[src/hdl/stsc_pkg.sv]
`timescale 1ns / 1ps

package stsc_pkg;

	localparam int MAX_LEN    = 1024;
	localparam int DATA_WIDTH = 16;

	// entry 0 (the seed, key 0) lives in a register, the rest in memory
	localparam int TBL_DEPTH = MAX_LEN;
	localparam int TBL_AW    = $clog2(TBL_DEPTH);
	localparam int USED_W    = $clog2(TBL_DEPTH + 1);

	localparam int SUM_W   = 32;
	localparam int OCC_W   = 11;
	localparam int COUNT_W = 20;

	localparam logic [OCC_W-1:0] OCC_MAX = {OCC_W{1'b1}};
	localparam logic [USED_W-1:0] USED_FULL = USED_W'(TBL_DEPTH);

	localparam longint TOTAL_BOUND = (longint'(MAX_LEN) * longint'(MAX_LEN + 1)) / 2;
	localparam longint COUNT_MAX   = (longint'(1) << COUNT_W) - 1;
	localparam logic [COUNT_W-1:0] TOTAL_LIMIT =
		(TOTAL_BOUND > COUNT_MAX) ? COUNT_W'(COUNT_MAX) : COUNT_W'(TOTAL_BOUND);

	typedef struct packed {
		logic signed [15:0] element_value;
		logic               is_last;
	} in_word_t;

	typedef struct packed {
		logic [COUNT_W-1:0] subarray_count;
		logic               last_out;
		logic               table_overflow;
	} out_word_t;

	typedef struct packed {
		logic [SUM_W-1:0] key;
		logic [OCC_W-1:0] occ;
	} entry_t;

	typedef struct packed {
		logic              we;
		logic [TBL_AW-1:0] waddr;
		entry_t            wdata;
		logic [TBL_AW-1:0] raddr;
	} mem_req_t;

	function automatic logic [SUM_W-1:0] elem_extend(input logic [15:0] raw);
		logic [DATA_WIDTH-1:0] low;
		low = raw[DATA_WIDTH-1:0];
		return SUM_W'(signed'(low));
	endfunction

endpackage

[src/hdl/stsc_ctrl.sv]
`timescale 1ns / 1ps

module stsc_ctrl
	import stsc_pkg::*;
(
	input  logic             clk,
	input  logic             arst_n,
	input  logic [SUM_W-1:0] target,
	input  logic             in_valid,
	output logic             in_ready,
	input  in_word_t         in_data,
	output logic             res_valid,
	input  logic             res_ready,
	output out_word_t        res_data,
	output mem_req_t         mem_req,
	input  entry_t           mem_rd
);

	localparam logic [2:0] ST_IDLE = 3'd0;
	localparam logic [2:0] ST_PREP = 3'd1;
	localparam logic [2:0] ST_SCAN = 3'd2;
	localparam logic [2:0] ST_UPD  = 3'd3;
	localparam logic [2:0] ST_DONE = 3'd4;

	logic [2:0]         state_q;
	logic [SUM_W-1:0]   sum_q;
	logic [SUM_W-1:0]   want_q;
	logic [COUNT_W-1:0] total_q;
	logic [USED_W-1:0]  used_q;
	logic [OCC_W-1:0]   occ0_q;
	logic               ovf_q;
	logic               last_q;
	logic [USED_W-1:0]  scan_q;
	logic               pend_q;
	logic [TBL_AW-1:0]  pend_idx_q;
	logic               hit_w_q;
	logic [OCC_W-1:0]   cnt_w_q;
	logic               hit_s_q;
	logic               seed_s_q;
	logic [TBL_AW-1:0]  idx_s_q;
	logic [OCC_W-1:0]   cnt_s_q;

	logic               scan_more;
	logic [COUNT_W:0]   total_sum;
	logic [OCC_W-1:0]   cnt_s_inc;
	logic [OCC_W-1:0]   occ0_inc;

	assign scan_more = (scan_q < used_q);
	assign total_sum = {1'b0, total_q} + (COUNT_W + 1)'(cnt_w_q);
	assign cnt_s_inc = (cnt_s_q == OCC_MAX) ? cnt_s_q : cnt_s_q + OCC_W'(1);
	assign occ0_inc  = (occ0_q == OCC_MAX) ? occ0_q : occ0_q + OCC_W'(1);

	assign in_ready  = (state_q == ST_IDLE);
	assign res_valid = (state_q == ST_DONE);
	assign res_data  = '{subarray_count: total_q, last_out: last_q, table_overflow: ovf_q};

	always_comb begin
		mem_req.raddr = scan_q[TBL_AW-1:0];
		mem_req.we    = 1'b0;
		mem_req.waddr = used_q[TBL_AW-1:0];
		mem_req.wdata = '{key: sum_q, occ: OCC_W'(1)};
		if (state_q == ST_UPD) begin
			if (hit_s_q) begin
				mem_req.we    = !seed_s_q;
				mem_req.waddr = idx_s_q;
				mem_req.wdata = '{key: sum_q, occ: cnt_s_inc};
			end else begin
				mem_req.we = (used_q < USED_FULL);
			end
		end
	end

	always_ff @(posedge clk or negedge arst_n) begin
		if (!arst_n) begin
			state_q <= ST_IDLE;
			sum_q   <= '0;
			total_q <= '0;
			used_q  <= '0;
			occ0_q  <= OCC_W'(1);
			ovf_q   <= 1'b0;
			scan_q  <= '0;
			pend_q  <= 1'b0;
		end else begin
			unique case (state_q)
				ST_IDLE: begin
					if (in_valid) begin
						sum_q   <= sum_q + elem_extend(in_data.element_value);
						state_q <= ST_PREP;
					end
				end
				ST_PREP: begin
					scan_q  <= '0;
					pend_q  <= 1'b0;
					state_q <= ST_SCAN;
				end
				ST_SCAN: begin
					pend_q <= scan_more;
					if (scan_more) begin
						scan_q <= scan_q + USED_W'(1);
					end else if (!pend_q) begin
						state_q <= ST_UPD;
					end
				end
				ST_UPD: begin
					if (hit_w_q) begin
						total_q <= (total_sum > (COUNT_W + 1)'(TOTAL_LIMIT)) ?
							TOTAL_LIMIT : total_sum[COUNT_W-1:0];
					end
					if (hit_s_q) begin
						if (seed_s_q) begin
							occ0_q <= occ0_inc;
						end
					end else if (used_q < USED_FULL) begin
						used_q <= used_q + USED_W'(1);
					end else begin
						ovf_q <= 1'b1;
					end
					state_q <= ST_DONE;
				end
				ST_DONE: begin
					if (res_ready) begin
						// end of sequence: back to the seeded table
						if (last_q) begin
							sum_q   <= '0;
							total_q <= '0;
							used_q  <= '0;
							occ0_q  <= OCC_W'(1);
							ovf_q   <= 1'b0;
						end
						state_q <= ST_IDLE;
					end
				end
				default: state_q <= ST_IDLE;
			endcase
		end
	end

	// lookup payload, only meaningful within one item
	always_ff @(posedge clk) begin
		if (in_ready && in_valid) begin
			last_q <= in_data.is_last;
		end
		pend_idx_q <= scan_q[TBL_AW-1:0];
		if (state_q == ST_PREP) begin
			want_q   <= sum_q - target;
			// seed entry holds key 0
			hit_w_q  <= (sum_q == target);
			cnt_w_q  <= occ0_q;
			hit_s_q  <= (sum_q == '0);
			seed_s_q <= 1'b1;
			idx_s_q  <= '0;
			cnt_s_q  <= occ0_q;
		end else if (state_q == ST_SCAN && pend_q) begin
			// stored keys are unique and never 0, so at most one hit each
			if (mem_rd.key == want_q) begin
				hit_w_q <= 1'b1;
				cnt_w_q <= mem_rd.occ;
			end
			if (mem_rd.key == sum_q) begin
				hit_s_q  <= 1'b1;
				seed_s_q <= 1'b0;
				idx_s_q  <= pend_idx_q;
				cnt_s_q  <= mem_rd.occ;
			end
		end
	end

endmodule

[config.mk]
export PLATFORM = sky130hd
export DESIGN_NAME = stsc_ctrl
export DESIGN_NICKNAME = d
export VERILOG_FILES = /design/src/hdl/stsc_pkg.sv /design/src/hdl/stsc_ctrl.sv
export SDC_FILE = /design/constraint.sdc
export NUM_CORES = 1
export LEC_CHECK = 0
export BUFFER_PORTS_ARGS = -buffer_cell sky130_fd_sc_hd__buf_2
export CORE_UTILIZATION = 47
export CTS_BUF_LIST = sky130_fd_sc_hd__clkbuf_4 sky130_fd_sc_hd__clkbuf_8
export CTS_CLUSTER_DIAMETER = 200
export DETAILED_ROUTE_END_ITERATION = 6
export PLACE_DENSITY = 0.78
export SLEW_MARGIN = 30
export SYNTH_ARGS = -nofsm -noshare
export SYNTH_HDL_FRONTEND = slang
export SYNTH_SLANG_ARGS = --single-unit
[constraint.sdc]
create_clock -name clk -period 3.7 [get_ports clk]
set_input_delay 0.185 -clock clk [delete_from_list [all_inputs] [get_ports clk]]
set_output_delay 0.185 -clock clk [all_outputs]
set_load 0.03 [all_outputs]
# == Word-level counts from Yosys, hierarchy flattened ==
# Index checks and enable logic that the tools add are counted.
# W data, S select, Z words.
# totals
regBits,168
in_bits,96
out_inout_bits,88
word_cells,119
# classes
n_addsub,7
magnitude_cmp,3
n_eq_ne,22
muxes,49
reduce_logical,21
# ops
op,n
$mux W11,17
$eq A32 B32 Y1,3
$mux W32,3
$mux W20,4
$pmux W11 S2,3
$pmux W32 S2,1
$mux W54,1
$mux W53,1
$add A11 B1 Y11 const B,4
$pmux W20 S2,1
$add A32 B32 Y32,1
$logic_not A32 Y1,1
$sub A32 B32 Y32,1
$eq A11 B11 Y1 const B,2
$add A20 B11 Y21,1
$gt A21 B20 Y1 const B,1
$ne A2 B2 Y1 const B,10
$pmux W3 S5,1
$mux W3,4
$reduce_and A4 Y1,3
$reduce_bool A2 Y1,6
$lt A11 B11 Y1,1
$lt A11 B11 Y1 const B,1
$mux W1,11
11 further kinds,20

# == Longest topological paths before layout ==
# Gate-level depths: netlist (run 1).
# depth
depth_word,5
mapped_depth,12
mapped_depth_nobuf,12

# == Worst setup path after synthesis (run 1) ==
# No wires, ideal clock.
# synth_timing
path_kind,register -> register
from,reg total_q[0]
to,reg total_q[1]
setup_time_ps,67
t_arrival_ps,3080
required_time_ps,3633
path_slack_ps,554
stages_incl_launch_ff,12
n_path_buf,0
synth_period_minus_slack_ps,3146
path_cell_list,dfrtp_1 -> ha_1 -> fa_1 -> a21oi_2 -> o2111ai_2 -> a311oi_4 -> o31a_1 -> o21ai_1 -> nand4b_1 -> or3_4 -> o21ai_4 -> a22o_1
# synth_via
elab_chain_cells,5
# synth_rtl
element,line,source
start: declaration,stsc_ctrl.sv:28,logic [COUNT_W-1:0] total_q;
start signal: assignment,stsc_ctrl.sv:106,total_q <= (total_sum > (COUNT_W + 1)'(TOTAL_LIMIT)) ?
$add A20 B11 Y21 (*),stsc_ctrl.sv:49,"assign total_sum = {1'b0, total_q} + (COUNT_W + 1)'(cnt_w_q);"
$gt A21 B20 Y1,stsc_ctrl.sv:106,
$mux W20 (*),stsc_ctrl.sv:106,
$mux W20 (*),stsc_ctrl.sv:105,if (hit_w_q) begin
$pmux W20 S2 (*),stsc_ctrl.sv:84,unique case (state_q)
# Every way passes the cells marked *; elsewhere a longest branch is shown, timed or not. The select of a mux whose other input is x is not followed.
# A chain may end at the register's enable or synchronous reset.

# == Final worst setup path (run 1) ==
# layout_timing
from,reg sum_q[0]
to,reg want_q[30] (data pin)
# layout_via
elab_chain_cells,1
# layout_rtl
element,line,source
start: declaration,stsc_ctrl.sv:26,logic [SUM_W-1:0] sum_q;
start signal: assignment,stsc_ctrl.sv:87,sum_q <= sum_q + elem_extend(in_data.element_value);
$sub A32 B32 Y32,stsc_ctrl.sv:145,want_q <= sum_q - target;
end signal: assignment,stsc_ctrl.sv:145,
end: declaration,stsc_ctrl.sv:27,logic [SUM_W-1:0] want_q;
# No other way between the ends.

==> flow_metrics.env, run 1 <==
export IMPL_synthDominantCellAreaShare_pct=18.8
export IMPL_totalWireLength_mm=33.7
export IMPL_wl_per_cell_um=18.9
export IMPL_yosysTopAreaCell="dfrtp_1"
export IMPL_drc_errors=0
export IMPL_cts_repair_resized=0
export IMPL_min_period_ns=3.42
export IMPL_finalCritPeriodShare_pct=92.5
export IMPL_holdPathStages=2
export IMPL_htreeDepth=4
export IMPL_slowest_delay_ns=0.70
export IMPL_tritoncts="yes"
export IMPL_hp_start="mem_rd[10]"
export IMPL_synth_edff_count=57
export IMPL_rr_worst_depth=12
export IMPL_fin_cells=1785
export IMPL_syn_area_sq_um=11900
export IMPL_clock_skew_ns=0.0250
export IMPL_clk_latency_ns=0.49
export IMPL_hold_violations=0
export IMPL_drv_cap=0
export IMPL_regToRegSetupSlack_ns=0.28
export IMPL_synthCells=1275
export IMPL_cp_data_required_time_ns=3.94
export IMPL_core_area_sq_um=24500
export IMPL_timing_slew_headroom_pct=45.6
export IMPL_grt_max_degree=33
export IMPL_rr_endpoint="want_q[30]$_DFFE_PP_"
export IMPL_vdd_drop_max_v=0.000436
export IMPL_path_cells="inv_1 -> ha_1 -> fa_1 -> nor2b_1 -> o21bai_1 -> a21oi_1 -> o21bai_1 -> a2111oi_0 -> a2111oi_2 -> o2111ai_1 -> a21oi_1 -> xnor2_1"
export IMPL_synthTopCellsByCount="nor2_1, nand2_1, xnor2_1"
export IMPL_firstDrtPassIters=5
export IMPL_hold_ws_ns=0.0307
export IMPL_slew_violations=0
export IMPL_yosysUniqueCellTypes=76
export IMPL_ys_warn_count=0
export IMPL_nets=1633
export IMPL_rsz0062_at_grt="false"
export IMPL_worst_slew_pin_slew_ns=0.813
export IMPL_ys_ff_latch=168
export IMPL_critPathTopFamily="compound AO/OA/AOI/OAI gates"
export IMPL_multi_input_area_sq_um=6970
export IMPL_start_util_pct=48.3
export IMPL_timing_final_ws_setup_ns=0.276
export IMPL_grt_pass1_wl_mm=52.8
export IMPL_async_reset_ff_share_pct=53.6
export IMPL_p_per_area_nw_per_um2=842
export IMPL_ff_latch_area_sq_um=4390
export IMPL_n_fill_cell=2201
export IMPL_first_global_vias=10000
export IMPL_yosysMostFrequentCell="nor2_1"
export IMPL_dp_slack_ns=0.374
export IMPL_root_buffer="clkbuf_8"
export IMPL_synth_area_top_cells="dfrtp_1, edfxtp_1, ha_1"
export IMPL_drtIter0Drc=642
export IMPL_timing_rr_start="sum_q[0]$_DFFE_PN0P_"
export IMPL_num_rows=57
export IMPL_start_kind="register"
export IMPL_placed_cells=1749
export IMPL_area_growth_pct=14.3
export IMPL_port_buffers=183
export IMPL_synth_ff_type="dfrtp_1"
export IMPL_syn_nets=1461
export IMPL_vias_per_cell=5.78
export IMPL_avgSynthCellArea_sq_um=9.30
export IMPL_clk_pin_slew_worst_paths_ns=0.11
export IMPL_wl_met1_mm=14.0
export IMPL_dieWidth_um=161
export IMPL_grt_total_usage_pct=26.3
export IMPL_met3_length_mm=2.23
export IMPL_drtAntennaViolNets=0
export IMPL_cp_end_kind="register"
export IMPL_critical_path_depth=12
export IMPL_cts_buffers_inserted=17
export IMPL_tns_ns=0
export IMPL_dr_total_vias=10300
export IMPL_setup_violations_final=0
export IMPL_crit_arrival_ns=3.67
export IMPL_antenna_found_initial=2
export IMPL_fmax_ghz=0.292
export IMPL_hold_end="cnt_s_q[10]$_DFFE_PP_"
export IMPL_crit_type="reg -> reg"
export IMPL_holdCritPathClass="in -> reg"
export IMPL_place_hpwl_mm=26.4
export IMPL_met2WireLength_mm=16.3
export IMPL_die_area_sq_um=25900
export IMPL_ys_seq_area_share_pct=37.0
export IMPL_slowest_stage="a2111oi_0"
export IMPL_p_leak_nw=6.06
export IMPL_ioPinCount=184
export IMPL_status="finished clean"
export IMPL_cp_num_buf_inv=1
export IMPL_route_top_layer_used="met4"
export IMPL_drive_gt1_share_pct=19.1
export IMPL_crit_path_max_fanout=6
export IMPL_clock_path_buffers=2
export IMPL_place_congestion=0.960
export IMPL_grt_ovfl_total=0
export IMPL_die_h_um=161
export IMPL_clkSinkCount=168
[what timing repair did]
| item | 4_1_cts | 5_1_grt |
|---|---|---|
| hold buffers | 3 | 0 |
| buffers inserted | 0 | 0 |
| endpoints found under the hold margin | 31 | 0 |
[kinds of logic (layout without fill, tap and decap cells)]
| logic type | count (synthesis) | in the layout | share of synthesized area (%) |
|---|---|---|---|
| and+or+nand+nor | 384 | 384 | 15.9 |
| AOI/OAI and AO/OA | 308 | 308 | 17.5 |
| adders and majority gates | 90 | 90 | 9.69 |
| xor gates and xnor gates | 164 | 164 | 12.1 |
| DFF | 168 | 168 | 37.0 |
| buffers and inverters | 122 | 307 | 4.29 |
| muxes | 39 | 39 | 3.52 |
| other | 0 | 1 | 0 |
[metal layers]
metal | vias to the layer above | GRT usage [%]
li1 | 4948 | -
met1 | 4894 | 33.5
met2 | 409 | 44.2
met3 | 71 | 4.24
met4 | 0 | 10.8
met5 | - | 0
[final cells by class]
cell class              count  share of cell area (%)
clock buffers              17                    1.73
multi-input cells         985                    51.5
clock inverters            15                    1.51
flip-flops and latches    168                    32.4
inverters                  74                    2.05
repair buffers            201                    7.83
well taps                 324                    2.99
diodes                      1                  0.0185
[how the worst max path moves through the flow]
stage	slack (ns)	startpoint	to
3_5_place_dp	0.37	total_q[0]$_DFFE_PN0P_	total_q[15]$_DFFE_PN0P_
5_1_grt	0.05	total_q[0]$_DFFE_PN0P_	total_q[11]$_DFFE_PN0P_
3_3_place_gp	0.48	total_q[0]$_DFFE_PN0P_	total_q[0]$_DFFE_PN0P_
6_report	0.28	sum_q[0]$_DFFE_PN0P_	want_q[30]$_DFFE_PP_
4_1_cts	0.33	total_q[0]$_DFFE_PN0P_	total_q[2]$_DFFE_PN0P_
2_1_floorplan	0.55	total_q[0]$_DFFE_PN0P_	total_q[1]$_DFFE_PN0P_
[state kept, by name, indices dropped and copies added, names as in the netlist, 3 cells and up]
name        flops
cnt_w_q        11
occ0_q         11
sum_q          32
used_q         11
idx_s_q        10
cnt_s_q        11
pend_idx_q     10
total_q        20
state_q         3
scan_q         11
want_q         32
[cells in the final DEF (no fill, tap or decap), types with 6 or more instances in the layout]
cell type and instances:
buf_2 182, nor2_1 99, nand2_1 97, xnor2_1 94, dfrtp_1 89, ha_1 87
inv_1 74, a21oi_1 73, xor2_1 70, o21ai_0 68, edfxtp_1 57, nand3_1 37
nand4_1 34, a21o_1 29, o21bai_1 21, nor4_1 21, mux2_2 21, dfxtp_1 21
nor3_1 19, mux2i_1 18, a211oi_1 17, clkbuf_8 17, and3_1 16, buf_4 16
nand2b_1 11, o21a_1 11, o211ai_1 11, nor2b_1 10, a31oi_1 9, a22o_1 9
or3_1 7, clkinv_8 7, o21ai_1 6, and2_1 6, or2_2 6
[power by group]
part	internal (mW)	total, mW	switching [mW]
sequential	2.69	3.47	0.783
combinational	2.54	6.54	4.00
clock	0.534	1.39	0.861
[stage by stage]
step           utilization (%)  total power, mW  instance area (sq um)
5_1_grt                   55.2             12.2                  13500
4_1_cts                   55.2             11.4                  13500
3_5_place_dp              53.3             9.94                  13100
6_report                  55.2             11.4                  13500
3_3_place_gp              53.3             9.79                  13100
2_1_floorplan                -             8.14                  11900
(Power assumes the default switching activity.)
==> inputs of run 2 (changes only) <==
--- a/config.mk
+++ b/config.mk
@@ -6,11 +6,13 @@
 export NUM_CORES = 1
 export LEC_CHECK = 0
 export BUFFER_PORTS_ARGS = -buffer_cell sky130_fd_sc_hd__buf_2
-export CORE_UTILIZATION = 47
+export CELL_PAD_IN_SITES_DETAIL_PLACEMENT = 1
+export CELL_PAD_IN_SITES_GLOBAL_PLACEMENT = 1
+export CORE_UTILIZATION = 35
 export CTS_BUF_LIST = sky130_fd_sc_hd__clkbuf_4 sky130_fd_sc_hd__clkbuf_8
 export CTS_CLUSTER_DIAMETER = 200
 export DETAILED_ROUTE_END_ITERATION = 6
-export PLACE_DENSITY = 0.78
+export PLACE_DENSITY = 0.77
 export SLEW_MARGIN = 30
 export SYNTH_ARGS = -nofsm -noshare
 export SYNTH_HDL_FRONTEND = slang
==> run 2 against run 1 <==
Against the previous run:
- via count grew 0.76%
- non-clock buffer count up 7
- flip-flop and latch count did not move
- worst hold slack better by 0.020 ns
- fmax grew 0.35%
- core utilization shrank 14 points
- worst setup slack better by 0.012 ns
- largest power group unchanged
- clock skew barely moved
- global-route usage down 3.2 points
- critical path depth is the same
- clock power is essentially flat
- clock-buffer cell count up 2
==> flow_metrics.env, run 2 (synthesis gave the netlist of run 1 again) <==
export IMPL_drtAntennaViolNets=0
export IMPL_clock_skew_ns=0.0255
export IMPL_tritoncts="yes"
export IMPL_met2WireLength_mm=19.7
export IMPL_met3_length_mm=1.61
export IMPL_cts_buffers_inserted=17
export IMPL_dr_total_vias=10400
export IMPL_rr_endpoint="want_q[30]$_DFFE_PP_"
export IMPL_slew_violations=0
export IMPL_place_hpwl_mm=30.8
export IMPL_slowest_stage="a2111oi_0"
export IMPL_place_congestion=0.897
export IMPL_drive_gt1_share_pct=19.2
export IMPL_critical_path_depth=12
export IMPL_ioPinCount=184
export IMPL_final_area_sq_um=13700
export IMPL_start_kind="register"
export IMPL_drv_cap=0
export IMPL_firstDrtPassIters=5
export IMPL_start_util_pct=35.4
export IMPL_die_h_um=186
export IMPL_wl_per_cell_um=20.3
export IMPL_drc_errors=0
export IMPL_first_global_vias=10900
export IMPL_holdPathStages=2
export IMPL_rr_worst_depth=12
export IMPL_ff_latch_area_sq_um=4390
export IMPL_vias_per_cell=5.43
export IMPL_path_cells="inv_1 -> ha_1 -> fa_1 -> nor2b_1 -> o21bai_1 -> a21oi_1 -> o21bai_1 -> a2111oi_0 -> a2111oi_2 -> o2111ai_1 -> a21oi_1 -> xnor2_1"
export IMPL_mostFrequentLayoutCell="buf_2"
export IMPL_drtIter0Drc=466
export IMPL_nets=1640
export IMPL_dieWidth_um=186
export IMPL_clk_pin_slew_worst_paths_ns=0.12
export IMPL_place_area_sq_um=13200
export IMPL_grt_max_degree=48
export IMPL_clk_latency_ns=0.51
export IMPL_setup_violations_final=0
export IMPL_cp_data_required_time_ns=3.97
export IMPL_die_area_sq_um=34600
export IMPL_worst_slew_pin_slew_ns=0.877
export IMPL_hold_violations=0
export IMPL_cp_end_kind="register"
export IMPL_holdCritPathClass="in -> reg"
export IMPL_route_top_layer_used="met4"
export IMPL_core_area_sq_um=33400
export IMPL_clock_path_buffers=2
export IMPL_timing_slew_headroom_pct=41.3
export IMPL_crit_type="reg -> reg"
export IMPL_hold_end="cnt_w_q[7]$_DFFE_PP_"
export IMPL_area_growth_pct=15.6
export IMPL_wl_met1_mm=16.5
export IMPL_critPathTopFamily="compound AO/OA/AOI/OAI gates"
export IMPL_timing_rr_start="sum_q[0]$_DFFE_PN0P_"
export IMPL_clkSinkCount=168
export IMPL_placed_cells=1875
export IMPL_crit_path_max_fanout=6
export IMPL_root_buffer="clkbuf_8"
export IMPL_fin_util_pct=41.0
export IMPL_fin_cells=1916
export IMPL_multi_input_area_sq_um=6970
export IMPL_p_leak_nw=6.08
export IMPL_final_cell_mix="buf_2, nor2_1, nand2_1"
export IMPL_hp_start="mem_rd[7]"
export IMPL_htreeDepth=4
export IMPL_regToRegSetupSlack_ns=0.29
export IMPL_num_rows=67
export IMPL_grt_ovfl_total=0
export IMPL_n_fill_cell=3943
export IMPL_grt_pass1_wl_mm=60.3
export IMPL_vdd_drop_max_v=0.000421
export IMPL_min_period_ns=3.41
export IMPL_biggestRegsByFlops="sum_q x32, want_q x32, total_q x20"
export IMPL_finalCritPeriodShare_pct=92.2
export IMPL_slowest_delay_ns=0.66
export IMPL_status="finished clean"
export IMPL_p_per_area_nw_per_um2=843
export IMPL_cp_num_buf_inv=1
export IMPL_fmax_ghz=0.293
export IMPL_antenna_found_initial=1
export IMPL_rsz0062_at_grt="false"
export IMPL_cts_repair_resized=0
export IMPL_port_buffers=183
export IMPL_totalWireLength_mm=38.9
export IMPL_tns_ns=0
export IMPL_crit_arrival_ns=3.68
export IMPL_grt_total_usage_pct=23.0
[run 2: how the worst max path moves through the flow]
stage	from	end
2_1_floorplan	total_q[0]$_DFFE_PN0P_	total_q[1]$_DFFE_PN0P_
3_3_place_gp	total_q[0]$_DFFE_PN0P_	total_q[2]$_DFFE_PN0P_
3_5_place_dp	sum_q[0]$_DFFE_PN0P_	want_q[30]$_DFFE_PP_
4_1_cts	sum_q[0]$_DFFE_PN0P_	want_q[30]$_DFFE_PP_
5_1_grt	sum_q[0]$_DFFE_PN0P_	want_q[30]$_DFFE_PP_
6_report	sum_q[0]$_DFFE_PN0P_	want_q[30]$_DFFE_PP_
[run 2: cell type report]
type                            instances  area share [%]
Multi-Input combinational cell        985            50.9
Inverter                               74            2.03
Sequential cell                       168            32.0
Clock inverter                         13           0.940
Tap cell                              448            4.09
Timing Repair Buffer                  208            8.22
Clock buffer                           19            1.82
Antenna cell                            1          0.0183
[run 2: where the power goes]
| part | switching (mW) | internal (mW) | total [mW] |
|---|---|---|---|
| logic | 4.15 | 2.56 | 6.71 |
| clock network | 0.845 | 0.516 | 1.36 |
| registers | 0.794 | 2.69 | 3.48 |
[run 2: timing repair]
action                    in CTS  in global routing
setup buffers                  0                  0
hold endpoints to repair      98                  0
hold buffers                   8                  0
[run 2: metal layers]
layer | vias up | track usage [%]
met4 | 0 | 8.23
met3 | 59 | 3.64
met5 | - | 0
met1 | 5134 | 27.4
met2 | 251 | 41.6
li1 | 4956 | -
[run 2: stage by stage]
step	total power, mW	worst slack (ns)	hold WS (ns)
floorplan	8.14	0.554	-0.111
CTS	11.6	0.331	0.0141
detailed placement	10.2	0.345	0.0386
finish	11.6	0.288	0.0504
global placement	9.95	0.475	0.0350
global route	12.4	0.0301	0.0237
